<file path="config.mk">
export PLATFORM = sky130hd
export DESIGN_NAME = mfb_ctrl
export DESIGN_NICKNAME = d
export VERILOG_FILES = /design/src/rtl/core/mfb_pkg.sv /design/src/rtl/core/mfb_ctrl.sv
export SDC_FILE = /design/constraint.sdc
export NUM_CORES = 1
export LEC_CHECK = 0
export BUFFER_PORTS_ARGS = -buffer_cell sky130_fd_sc_hd__buf_2
export CORE_MARGIN = 8
export CORE_UTILIZATION = 53
export DETAILED_ROUTE_END_ITERATION = 8
export PLACE_DENSITY = 0.79
export SLEW_MARGIN = 20
export SYNTH_ARGS = -nofsm -noshare
export SYNTH_HDL_FRONTEND = slang
export SYNTH_SLANG_ARGS = --single-unit
</file>
<file path="constraint.sdc">
create_clock -name i_clk -period 2.4 [get_ports i_clk]
set_input_delay 0.36 -clock i_clk [delete_from_list [all_inputs] [get_ports i_clk]]
set_output_delay 0.36 -clock i_clk [all_outputs]
set_load 0.03 [all_outputs]
</file>
<file path="src/rtl/core/mfb_pkg.sv">
// ----------------------------------------------------------------------------
// mfb_pkg
// shared types, constants and the key usage table of the frame builder
// ----------------------------------------------------------------------------
`default_nettype none

package mfb_pkg;

    localparam int SLOTS_DEF      = 16;
    localparam int FRAME_ROWS_DEF = 16;
    localparam int MAX_OUT        = 32;
    localparam int CNT_W          = 6;
    localparam int SLOT_W         = 4;
    localparam int TS_W           = 63;
    localparam int S_TDATA_W      = 104;
    localparam int M_TDATA_W      = 176;
    localparam int META_W         = 14;
    localparam int POS_W          = 64;

    localparam logic [31:0] LIFT_ID = 32'hFFFF_FFFF;

    localparam int FL_ACTIVE  = 0;
    localparam int FL_LIFTING = 1;
    localparam int FL_CHANGED = 2;
    localparam int FL_PLACED  = 3;

    typedef enum logic [2:0] {
        FN_SLOT   = 3'd0,
        FN_TRACK  = 3'd1,
        FN_POS_X  = 3'd2,
        FN_POS_Y  = 3'd3,
        FN_SYNC   = 3'd4,
        FN_KEY    = 3'd5,
        FN_FLUSH  = 3'd6,
        FN_IGNORE = 3'd7
    } t_func;

    typedef struct packed {
        logic              accept;
        logic              walk;
        logic [SLOT_W-1:0] walk_idx;
        logic              decide;
        logic              rd_en;
        logic [CNT_W-1:0]  row_idx;
        logic              emit;
        logic              last;
    } t_cmd;

    typedef struct packed {
        logic             dirty;
        logic [CNT_W-1:0] total_next;
    } t_sts;

    function automatic logic [7:0] map_usage(input logic [7:0] code);
        logic [7:0] u;
        case (code)
            8'd1: u = 8'h29;   8'd2: u = 8'h1E;   8'd3: u = 8'h1F;   8'd4: u = 8'h20;
            8'd5: u = 8'h21;   8'd6: u = 8'h22;   8'd7: u = 8'h23;   8'd8: u = 8'h24;
            8'd9: u = 8'h25;   8'd10: u = 8'h26;  8'd11: u = 8'h27;  8'd12: u = 8'h2D;
            8'd13: u = 8'h2E;  8'd14: u = 8'h2A;  8'd15: u = 8'h2B;  8'd16: u = 8'h14;
            8'd17: u = 8'h1A;  8'd18: u = 8'h08;  8'd19: u = 8'h15;  8'd20: u = 8'h17;
            8'd21: u = 8'h1C;  8'd22: u = 8'h18;  8'd23: u = 8'h0C;  8'd24: u = 8'h12;
            8'd25: u = 8'h13;  8'd26: u = 8'h2F;  8'd27: u = 8'h30;  8'd28: u = 8'h28;
            8'd29: u = 8'hE0;  8'd30: u = 8'h04;  8'd31: u = 8'h16;  8'd32: u = 8'h07;
            8'd33: u = 8'h09;  8'd34: u = 8'h0A;  8'd35: u = 8'h0B;  8'd36: u = 8'h0D;
            8'd37: u = 8'h0E;  8'd38: u = 8'h0F;  8'd39: u = 8'h33;  8'd40: u = 8'h34;
            8'd41: u = 8'h35;  8'd42: u = 8'hE1;  8'd43: u = 8'h31;  8'd44: u = 8'h1D;
            8'd45: u = 8'h1B;  8'd46: u = 8'h06;  8'd47: u = 8'h19;  8'd48: u = 8'h05;
            8'd49: u = 8'h11;  8'd50: u = 8'h10;  8'd51: u = 8'h36;  8'd52: u = 8'h37;
            8'd53: u = 8'h38;  8'd54: u = 8'hE5;  8'd55: u = 8'h55;  8'd56: u = 8'hE2;
            8'd57: u = 8'h2C;  8'd58: u = 8'h39;  8'd59: u = 8'h3A;  8'd60: u = 8'h3B;
            8'd61: u = 8'h3C;  8'd62: u = 8'h3D;  8'd63: u = 8'h3E;  8'd64: u = 8'h3F;
            8'd65: u = 8'h40;  8'd66: u = 8'h41;  8'd67: u = 8'h42;  8'd68: u = 8'h43;
            8'd69: u = 8'h53;  8'd70: u = 8'h47;  8'd71: u = 8'h5F;  8'd72: u = 8'h60;
            8'd73: u = 8'h61;  8'd74: u = 8'h56;  8'd75: u = 8'h5C;  8'd76: u = 8'h5D;
            8'd77: u = 8'h5E;  8'd78: u = 8'h57;  8'd79: u = 8'h59;  8'd80: u = 8'h5A;
            8'd81: u = 8'h5B;  8'd82: u = 8'h62;  8'd83: u = 8'h63;  8'd87: u = 8'h44;
            8'd88: u = 8'h45;  8'd96: u = 8'h58;  8'd97: u = 8'hE4;  8'd98: u = 8'h54;
            8'd99: u = 8'h46;  8'd100: u = 8'hE6; 8'd102: u = 8'h4A; 8'd103: u = 8'h52;
            8'd104: u = 8'h4B; 8'd105: u = 8'h50; 8'd106: u = 8'h4F; 8'd107: u = 8'h4D;
            8'd108: u = 8'h51; 8'd109: u = 8'h4E; 8'd110: u = 8'h49; 8'd111: u = 8'h4C;
            8'd119: u = 8'h48; 8'd125: u = 8'hE3; 8'd126: u = 8'hE7; 8'd127: u = 8'h65;
            8'd183: u = 8'h68; 8'd184: u = 8'h69; 8'd185: u = 8'h6A; 8'd186: u = 8'h6B;
            8'd187: u = 8'h6C; 8'd188: u = 8'h6D; 8'd189: u = 8'h6E; 8'd190: u = 8'h6F;
            8'd191: u = 8'h70;
            default: u = 8'h00;
        endcase
        return u;
    endfunction

endpackage

`default_nettype wire

</file>
<file path="src/rtl/core/mfb_ctrl.sv">
// ----------------------------------------------------------------------------
// mfb_ctrl
// sequencer: slot walk on sync, frame close, row read and output handshake
// ----------------------------------------------------------------------------
`default_nettype none

module mfb_ctrl
    import mfb_pkg::*;
#(
    parameter int SLOTS = SLOTS_DEF
) (
    input  wire logic       i_clk,
    input  wire logic       i_rst_n,
    input  wire logic       i_in_valid,
    output logic            o_in_ready,
    input  wire logic [2:0] i_func,
    input  wire logic       i_out_ready,
    input  wire t_sts       i_sts,
    output t_cmd            o_cmd
);

    localparam int SIDX_W = (SLOTS > 1) ? $clog2(SLOTS) : 1;

    typedef enum logic [4:0] {
        ST_IDLE   = 5'b00001,
        ST_WALK   = 5'b00010,
        ST_DECIDE = 5'b00100,
        ST_READ   = 5'b01000,
        ST_EMIT   = 5'b10000
    } t_state;

    t_state             r_state, n_state;
    logic [SIDX_W-1:0]  r_widx, n_widx;
    logic [CNT_W-1:0]   r_total, n_total;
    logic [CNT_W-1:0]   r_row, n_row;
    logic               w_last;

    assign w_last = (r_row == r_total - CNT_W'(1));

    always_comb begin
        n_state = r_state;
        n_widx  = r_widx;
        n_total = r_total;
        n_row   = r_row;
        o_in_ready = 1'b0;
        o_cmd = '0;
        o_cmd.walk_idx = SLOT_W'(r_widx);
        o_cmd.row_idx  = r_row;
        o_cmd.last     = w_last;
        case (r_state)
            ST_IDLE: begin
                o_in_ready = 1'b1;
                o_cmd.accept = i_in_valid;
                n_widx = '0;
                if (i_in_valid) begin
                    if (i_func == FN_SYNC) begin
                        n_state = i_sts.dirty ? ST_WALK : ST_DECIDE;
                    end else if (i_func == FN_FLUSH) begin
                        n_state = ST_DECIDE;
                    end
                end
            end
            ST_WALK: begin
                o_cmd.walk = 1'b1;
                if (r_widx == SIDX_W'(SLOTS - 1)) begin
                    n_state = ST_DECIDE;
                end else begin
                    n_widx = r_widx + SIDX_W'(1);
                end
            end
            ST_DECIDE: begin
                o_cmd.decide = 1'b1;
                n_total = i_sts.total_next;
                n_row   = '0;
                n_state = (i_sts.total_next == '0) ? ST_IDLE : ST_READ;
            end
            ST_READ: begin
                o_cmd.rd_en = 1'b1;
                n_state = ST_EMIT;
            end
            ST_EMIT: begin
                o_cmd.emit = 1'b1;
                if (i_out_ready) begin
                    if (w_last) begin
                        n_state = ST_IDLE;
                    end else begin
                        n_row   = r_row + CNT_W'(1);
                        n_state = ST_READ;
                    end
                end
            end
            default: n_state = ST_IDLE;
        endcase
    end

    always_ff @(posedge i_clk) begin
        if (!i_rst_n) begin
            r_state <= ST_IDLE;
            r_widx  <= '0;
            r_total <= '0;
            r_row   <= '0;
        end else begin
            r_state <= n_state;
            r_widx  <= n_widx;
            r_total <= n_total;
            r_row   <= n_row;
        end
    end

endmodule

`default_nettype wire

</file>
# Yosys cells after proc, flatten, opt, wreduce, memory -nomap -nowiden
# Index checks and enable logic that the tools add are counted.
# W data, S select, Z words.
[word_totals] regBits=21 output_inout_bits=17 wordCells=48
[op_classes] eq_ne=15 muxes=20 n_addsub=3 reduce_logical=6
[op_table] op="$mux W5" n=5
[op_table] op="$pmux W5 S5" n=1
[op_table] op="$mux W4" n=3
[op_table] op="$mux W6" n=2
[op_table] op="$pmux W6 S2" n=1
[op_table] op="$ne A2 B2 Y1 const B" n=5
[op_table] op="$pmux W4 S2" n=1
[op_table] op="$add A6 B1 Y6 const B" n=1
[op_table] op="$eq A3 B3 Y1 const B" n=2
[op_table] op="$eq A6 B6 Y1" n=1
[op_table] op="$logic_not A6 Y1" n=1
[op_table] op="$mux W1" n=6
[op_table] op="$sub A6 B1 Y6 const B" n=1
[op_table] op="$eq A5 B1 Y1 const B" n=1
[op_table] op="$eq A5 B2 Y1 const B" n=1
[op_table] op="$eq A5 B3 Y1 const B" n=1
[op_table] op="$eq A5 B4 Y1 const B" n=1
[op_table] op="$eq A5 B5 Y1 const B" n=1
[op_table] op="$add A4 B1 Y4 const B" n=1
[op_table] op="$eq A4 B4 Y1 const B" n=1
[op_table] op="$reduce_and A4 Y1" n=1
[op_table] op="$reduce_bool A2 Y1" n=2
[op_table] op="$mux W3" n=1
[op_table] op="$ne A3 B3 Y1 const B" n=1
[op_table] op="2 further kinds" n=2

# Logic depth before layout (Yosys ltp)
# Gate-level depths: netlist of the first run.
[logic_depth] ltp_word=5 depth_mapped=7 mapped_depth_nobuf=7

# Least setup slack after synthesis of the first run
# Ideal clock, no wire load.
[synth_timing] path_kind="flip-flop to output port" from="register r_total[0]" to="output port o_cmd[0] (netlist name)" stages_incl_launch_ff=8 setup_slack_ns=0.519 t_arrival_ns=1.521 n_path_buf=1 required_ns=2.040 cell_sequence="dfxtp_1 inv_1 ha_1 and3b_1 nor3_1 o31a_1 nor2_1 buf_4"
[synth_between] elab_chain_cells=2
[synth_rtl] item="from (decl)" line_no="mfb_ctrl.sv:34" source="logic [CNT_W-1:0] r_total, n_total;"
[synth_rtl] item="from (signal assigned)" line_no="mfb_ctrl.sv:105" source="r_total <= n_total;"
[synth_rtl] item="$sub A6 B1 Y6" line_no="mfb_ctrl.sv:38" source="assign w_last = (r_row == r_total - CNT_W'(1));"
[synth_rtl] item="$eq A6 B6 Y1" line_no="mfb_ctrl.sv:38"
[synth_rtl] item="to (decl)" line_no="mfb_ctrl.sv:19" source="output t_cmd o_cmd"
# Every way passes these cells.

==> flow_metrics.py, run 1 <==
metrics = {
    "status": {
        "status": "completed",
    },
    "critical_path": {
        "path_cells": "inv_1 -> ha_1 -> xnor2_1 -> nor2_2 -> o211ai_4 -> nor2_2 -> buf_2",
        "cpMaxStageDelayCell": "dfxtp_2",
        "cp_slowest_stage_delay_ns": 0.41,
        "worst-setup-path-type": "reg2out",
        "cp_max_fo": 6,
        "cp-end-kind": "output pin",
        "worstSetupStartpointType": "flip-flop",
        "cp_data_arrival_time_ns": 1.88,
        "critPathMostFrequentCell": "nor2_2",
        "cp.required_ns": 2.04,
    },
    "sta": {
        "layout_min_cycle_time_ns": 2.24,
        "rsz0062_at_grt": "no",
        "hold_violations": 0,
        "period_share_pct": 93.4,
        "drv_slew": 0,
        "fmax_mhz": 446,
        "tns_ns": 0,
        "setup_viol": 0,
        "clock-skew-final_ns": 0.0149,
        "slew_headroom_pct": 62.7,
        "setup_slack_ns": 0.157,
        "tightest_slew_ns": 0.559,
    },
    "synth": {
        "synthCells": 156,
        "ys_seq_elements": 21,
        "netlist.area_leader.share_pct": 31.8,
        "synth_most_common_cell": "dfxtp_1",
        "yosysUniqueCellTypes": 52,
        "synth_area_leaders": "dfxtp_1, nor2_1, mux2i_1, a21oi_1, nand3_1",
        "ys.flop_type": "dfxtp_1",
        "ys_warn_count": 0,
        "synth_top_area_cell": "dfxtp_1",
        "yosys-top-cells-count": "dfxtp_1, nor2_1, a21oi_1",
        "ys_seq_area_share_pct": 31.8,
        "synth_area_per_cell_sq_um": 8.49,
        "synth_edf_count": 0,
        "synthArstFlopShare_pct": 0,
        "syn_nets": 173,
        "synth_area_sq_um": 1320,
    },
    "pwr": {
        "ir_drop_v": 0.000318,
        "power_density_nw_per_um2": 486,
        "p_leak_nw": 0.729,
    },
    "clocking": {
        "clkTransAtPathRegs_ns": 0.14,
        "htreeDepth": 1,
        "cts_sinks": 21,
        "numCtsBuffers": 3,
        "cts_hold_buffers": 0,
        "clkLatencyLatePin_ns": 0.32,
        "clock_path_buffers": 2,
        "cts_tree": "yes",
        "root_buffer": "clkbuf_4",
    },
    "place": {
        "dp_slack_ns": 0.361,
        "hpwl_um": 2680,
        "gp_congestion": 0.880,
        "portBuffers": 30,
        "placed_area_sq_um": 1510,
    },
    "cells_and_area": {
        "register_area_sq_um": 422,
        "final_nets": 207,
        "fin_area_sq_um": 1550,
        "n_antenna_cell": 0,
        "multiInputGateArea_sq_um": 842,
        "drive_gt1_share_pct": 29.6,
        "area_growth_pct": 16.9,
        "num-fill-cells": 228,
    },
    "detailed_routing": {
        "dr.pass1.iters": 4,
        "dr_total_vias": 1304,
        "drc": 0,
        "ant_nets": 0,
        "post_drt_wl_per_cell_um": 16.0,
        "wl_um": 3510,
        "drt_iter0_markers": 54,
        "vias_per_cell": 5.95,
    },
    "run": {
        "max_cap_viol_count": 0,
    },
    "die": {
        "die_area_sq_um": 4350,
        "die_w_um": 66.0,
        "start_util_pct": 54.4,
        "fp.dieH_um": 66.0,
        "rows": 18,
        "pin_count": 31,
        "coreArea_sq_um": 2430,
    },
    "grt": {
        "gr-usage-all-layers_pct": 16.3,
        "grt_max_degree": 13,
        "overflow": 0,
        "first_global_vias": 1304,
        "grt_pass1_wl_um": 5750,
        "grt_antenna_before_repair": 0,
    },
    "worst_hold_path": {
        "hp-class": "in2reg",
    },
}
==> registers in the layout, summed over array words and instances (netlist names) <==
register	flops
r_row	6
r_state	5
r_total	6
r_widx	4
==> critical path: cells and delay by family, from the launching register on <==
kind / cells / cell delay, ns
adder cells (fa/ha/maj): 1 / 0.29
XOR/XNOR: 1 / 0.14
AND/OR/NAND/NOR: 2 / 0.32
flip-flops: 1 / 0.41
buffers and inverters: 2 / 0.26
AO/OA/AOI/OAI: 1 / 0.13
==> through the flow <==
step           cells  total power [mW]  utilization, %  hold WS, ns
6_report         219             0.752            63.6        0.294
2_1_floorplan    156             0.518               -        0.483
5_1_grt          219             0.795            63.6        0.278
4_1_cts          219             0.754            63.4        0.279
3_3_place_gp     214             0.568            61.9        0.483
3_5_place_dp     214             0.573            61.9        0.511
==> area by class of cell <==
| class | instances | share of cell area (%) |
|---|---|---|
| clock buffer | 3 | 1.46 |
| clock inverter | 1 | 0.323 |
| inverter | 11 | 2.99 |
| multi-input combinational | 120 | 54.4 |
| sequential | 21 | 27.2 |
| tap | 30 | 2.43 |
| timing repair buffer | 33 | 11.2 |
==> placed cells by master (no fill, tap or decap), types with 2 or more instances in the layout <==
master / synthesis / routed
a21oi_1: 11 / 11
and3_1: 4 / 4
buf_2: 1 / 30
buf_4: 1 / 3
clkbuf_4: 0 / 3
dfxtp_1: 21 / 20
ha_1: 3 / 3
inv_1: 10 / 10
mux2_2: 2 / 2
mux2i_1: 6 / 6
nand2_1: 5 / 5
nand3_1: 10 / 10
nand3b_1: 2 / 2
nand4_1: 3 / 3
nor2_1: 19 / 17
nor2_2: 0 / 2
nor2b_1: 2 / 2
nor3_1: 4 / 4
nor4_1: 2 / 2
o211ai_1: 3 / 3
o21ai_0: 7 / 7
or2_2: 2 / 2
xnor2_1: 4 / 4
xor2_1: 3 / 3
==> cell families (layout without fill, tap and decap cells) <==
| group | after synthesis | after routing | share of synthesized area [%] |
|---|---|---|---|
| xor gates and xnor gates | 7 | 7 | 4.63 |
| and+or+nand+nor | 65 | 65 | 27.9 |
| adders and majority gates | 3 | 3 | 2.84 |
| DFF | 21 | 21 | 31.8 |
| AOI/OAI and AO/OA | 37 | 37 | 21.6 |
| muxes | 8 | 8 | 6.24 |
| buffers and inverters | 15 | 48 | 5.01 |
==> worst paths after layout <==
path,to,start,slack (ns),cells after the start
min,r_total[0],i_sts[0],0.29,3
max reg2reg,r_row[0],r_total[0],0.45,8
max,o_cmd[0],r_total[0],0.16,7
min reg2reg,r_widx[3],r_widx[3],0.54,2
==> report_power, final <==
part           switching (mW)  internal [mW]
combinational           0.119         0.0750
sequential             0.0155          0.360
clock                   0.120         0.0623
total                   0.255          0.498
==> what timing repair did <==
action | 4_1_cts | 5_1_grt
pin swaps | 1 | 0
setup buffers | 1 | 0
gates resized for setup | 0 | 3
endpoints found under the hold margin | 0 | 0
endpoints found under the setup margin | 1 | 1
gates cloned | 0 | 0
==> per-layer routing <==
metal | track usage, % | up-vias | wire length [um]
met3 | 3.39 | 6 | 127
met1 | 18.5 | 622 | 1550
li1 | - | 643 | -
met2 | 29.0 | 33 | 1780
met4 | 6.40 | 0 | 43
met5 | 0 | - | 0
Power figures use the tool's default switching activity.
==> run 2: changes to the inputs <==
- ABC_AREA: default -> 1
- CTS_CLUSTER_SIZE: default -> 14
==> run 2 against run 1 <==
Total power grew 43%. Sequential share of layout area shrank 0.081 points. Fmax grew 0.76%. Clock power shrank 3%. Largest cell class unchanged.
==> flow_metrics.py, run 2 <==
metrics = {
    "cells_and_area": {
        "final_util_pct": 63.0,
        "n_antenna_cell": 0,
        "fin_area_sq_um": 1550,
        "drive_gt1_share_pct": 19.4,
        "final_common_cell": "nand2_1",
        "final_cells": 282,
        "area_growth_pct": 13.5,
        "reg.largest.list": "r_row x6, r_total x6, r_state x5",
        "final_cell_mix": "nand2_1, inv_1, nor2_1",
        "final_nets": 270,
    },
    "clocking": {
        "root_buffer": "clkbuf_4",
        "cts_hold_buffers": 0,
        "clock_path_buffers": 2,
        "cts_sinks": 21,
        "htreeDepth": 1,
        "post_cts_resized": 0,
        "post_cts_buffers": 0,
        "clkLatencyLatePin_ns": 0.31,
        "numCtsBuffers": 3,
        "clkTransAtPathRegs_ns": 0.12,
        "cts_tree": "yes",
    },
    "place": {
        "dp_cells": 278,
        "placed_area_sq_um": 1520,
        "hpwl_um": 2370,
        "portBuffers": 30,
        "gp_congestion": 0.858,
    },
    "detailed_routing": {
        "drc": 0,
        "vias_per_cell": 4.93,
        "dr_total_vias": 1389,
        "drt_iter0_markers": 88,
        "dr.max_layer_used": "met4",
        "drt-met1-wl_um": 1390,
        "dr_wl_met2_um": 1370,
        "dr.pass1.iters": 4,
        "wl_met3_um": 165,
        "wl_um": 2990,
        "post_drt_wl_per_cell_um": 10.6,
        "ant_nets": 0,
    },
    "critical_path": {
        "worstSetupStartpointType": "flip-flop",
        "cp_max_fo": 6,
        "cp-end-kind": "output pin",
        "worst-setup-path-type": "reg2out",
        "cp.required_ns": 2.04,
        "cp_data_arrival_time_ns": 1.87,
    },
    "die": {
        "die_w_um": 66.7,
        "fp.dieH_um": 66.7,
        "rows": 18,
        "start_util_pct": 55.6,
        "die_area_sq_um": 4450,
        "coreArea_sq_um": 2450,
        "pin_count": 31,
    },
    "run": {
        "max_cap_viol_count": 0,
    },
    "sta": {
        "hold_violations": 0,
        "slew_headroom_pct": 64.8,
        "setup_viol": 0,
        "holdWs_ns": 0.336,
        "rsz0062_at_grt": "no",
        "clock-skew-final_ns": 0.00171,
        "period_share_pct": 92.7,
        "tightest_slew_ns": 0.526,
        "layout_min_cycle_time_ns": 2.23,
        "drv_slew": 0,
        "fmax_mhz": 449,
        "tns_ns": 0,
    },
    "synth": {
        "netlist.area_leader.share_pct": 30.8,
        "syn_nets": 239,
        "synthArstFlopShare_pct": 0,
        "synth_most_common_cell": "nand2_1",
        "synth_area_leaders": "dfxtp_1, nand2_1, inv_1, nor2_1, a21oi_1",
        "ys.flop_type": "dfxtp_1",
        "ys_seq_elements": 21,
        "synthCells": 222,
        "synth_area_per_cell_sq_um": 6.14,
        "ys_seq_area_share_pct": 30.8,
        "synth_edf_count": 0,
        "synth_area_sq_um": 1360,
        "ys_warn_count": 0,
        "synth_top_area_cell": "dfxtp_1",
        "yosysUniqueCellTypes": 23,
        "yosys-top-cells-count": "nand2_1, inv_1, nor2_1",
    },
    "pwr": {
        "switchingPower_mw": 0.474,
        "swShare_pct": 44.0,
        "p_int_mw": 0.603,
        "power_frac_comb_pct": 44.0,
        "ir_drop_v": 0.000523,
        "p_leak_nw": 0.792,
        "power_density_nw_per_um2": 696,
        "p_seq_share_pct": 39.6,
        "pwr-share-clk_pct": 16.3,
    },
    "grt": {
        "grt_pass1_wl_um": 5060,
        "grt_antenna_before_repair": 0,
        "grt_max_degree": 17,
        "overflow": 0,
        "first_global_vias": 1210,
        "gr-usage-all-layers_pct": 14.2,
    },
    "worst_hold_path": {
        "hp-class": "in2reg",
    },
    "status": {
        "status": "completed",
    },
}
-- run 2: worst paths after layout --
check	start	end	slack, ns	cells after the start
hold / removal	i_sts[2]	r_total[2]	0.34	3
setup reg to reg	r_total[0]	r_row[1]	0.32	13
hold reg to reg	r_total[5]	r_total[5]	0.49	2
setup / recovery	r_total[0]	o_cmd[0]	0.17	11
-- run 2: kinds of logic (layout without fill, tap and decap cells) --
| kind of cell | Yosys count | after routing | synth area share [%] |
|---|---|---|---|
| AOI/OAI and AO/OA | 33 | 33 | 12.4 |
| adders and majority gates | 3 | 3 | 2.75 |
| DFF | 21 | 21 | 30.8 |
| buffers and inverters | 41 | 71 | 12.8 |
| and+or+nand+nor | 124 | 124 | 41.3 |
-- run 2: per-layer routing --
metal  vias up  track usage, %
met5         -               0
met1       588            17.6
li1        761               -
met4         0            6.40
met2        35            22.9
met3         5            2.68
-- run 2: cell type report --
cell class | instances | area, sq um
clock buffer | 3 | 22.5
multi-input combinational | 160 | 769
clock inverter | 1 | 5.00
sequential | 21 | 420
tap | 30 | 37.5
fill | 241 | 907
inverter | 36 | 135
timing repair buffer | 31 | 158
-- run 2: power by group through the flow --
stage | logic [mW] | clock network [mW] | registers, mW
after floorplan | 0.347 | 0 | 0.462
after global placement | 0.477 | 0 | 0.434
after detailed placement | 0.479 | 0 | 0.435
after CTS | 0.480 | 0.179 | 0.427
after global routing | 0.548 | 0.193 | 0.436
final | 0.475 | 0.176 | 0.427
-- run 2: per-stage QoR --
stage          total power [mW]  setup WS, ns
2_1_floorplan             0.808         0.709
3_3_place_gp              0.911         0.463
3_5_place_dp              0.914         0.363
4_1_cts                    1.09         0.181
5_1_grt                    1.18        0.0285
6_report                   1.08         0.174
-- run 2: critical path, stage by stage (launching register included) --
cell,delay (ns)
dfxtp_1,0.35
inv_1,0.10
ha_1,0.32
inv_1,0.04
nand2_1,0.06
nand2_1,0.05
nor2_1,0.09
nand2_1,0.07
nor2_2,0.12
nand3_1,0.11
inv_1,0.07
buf_2,0.19
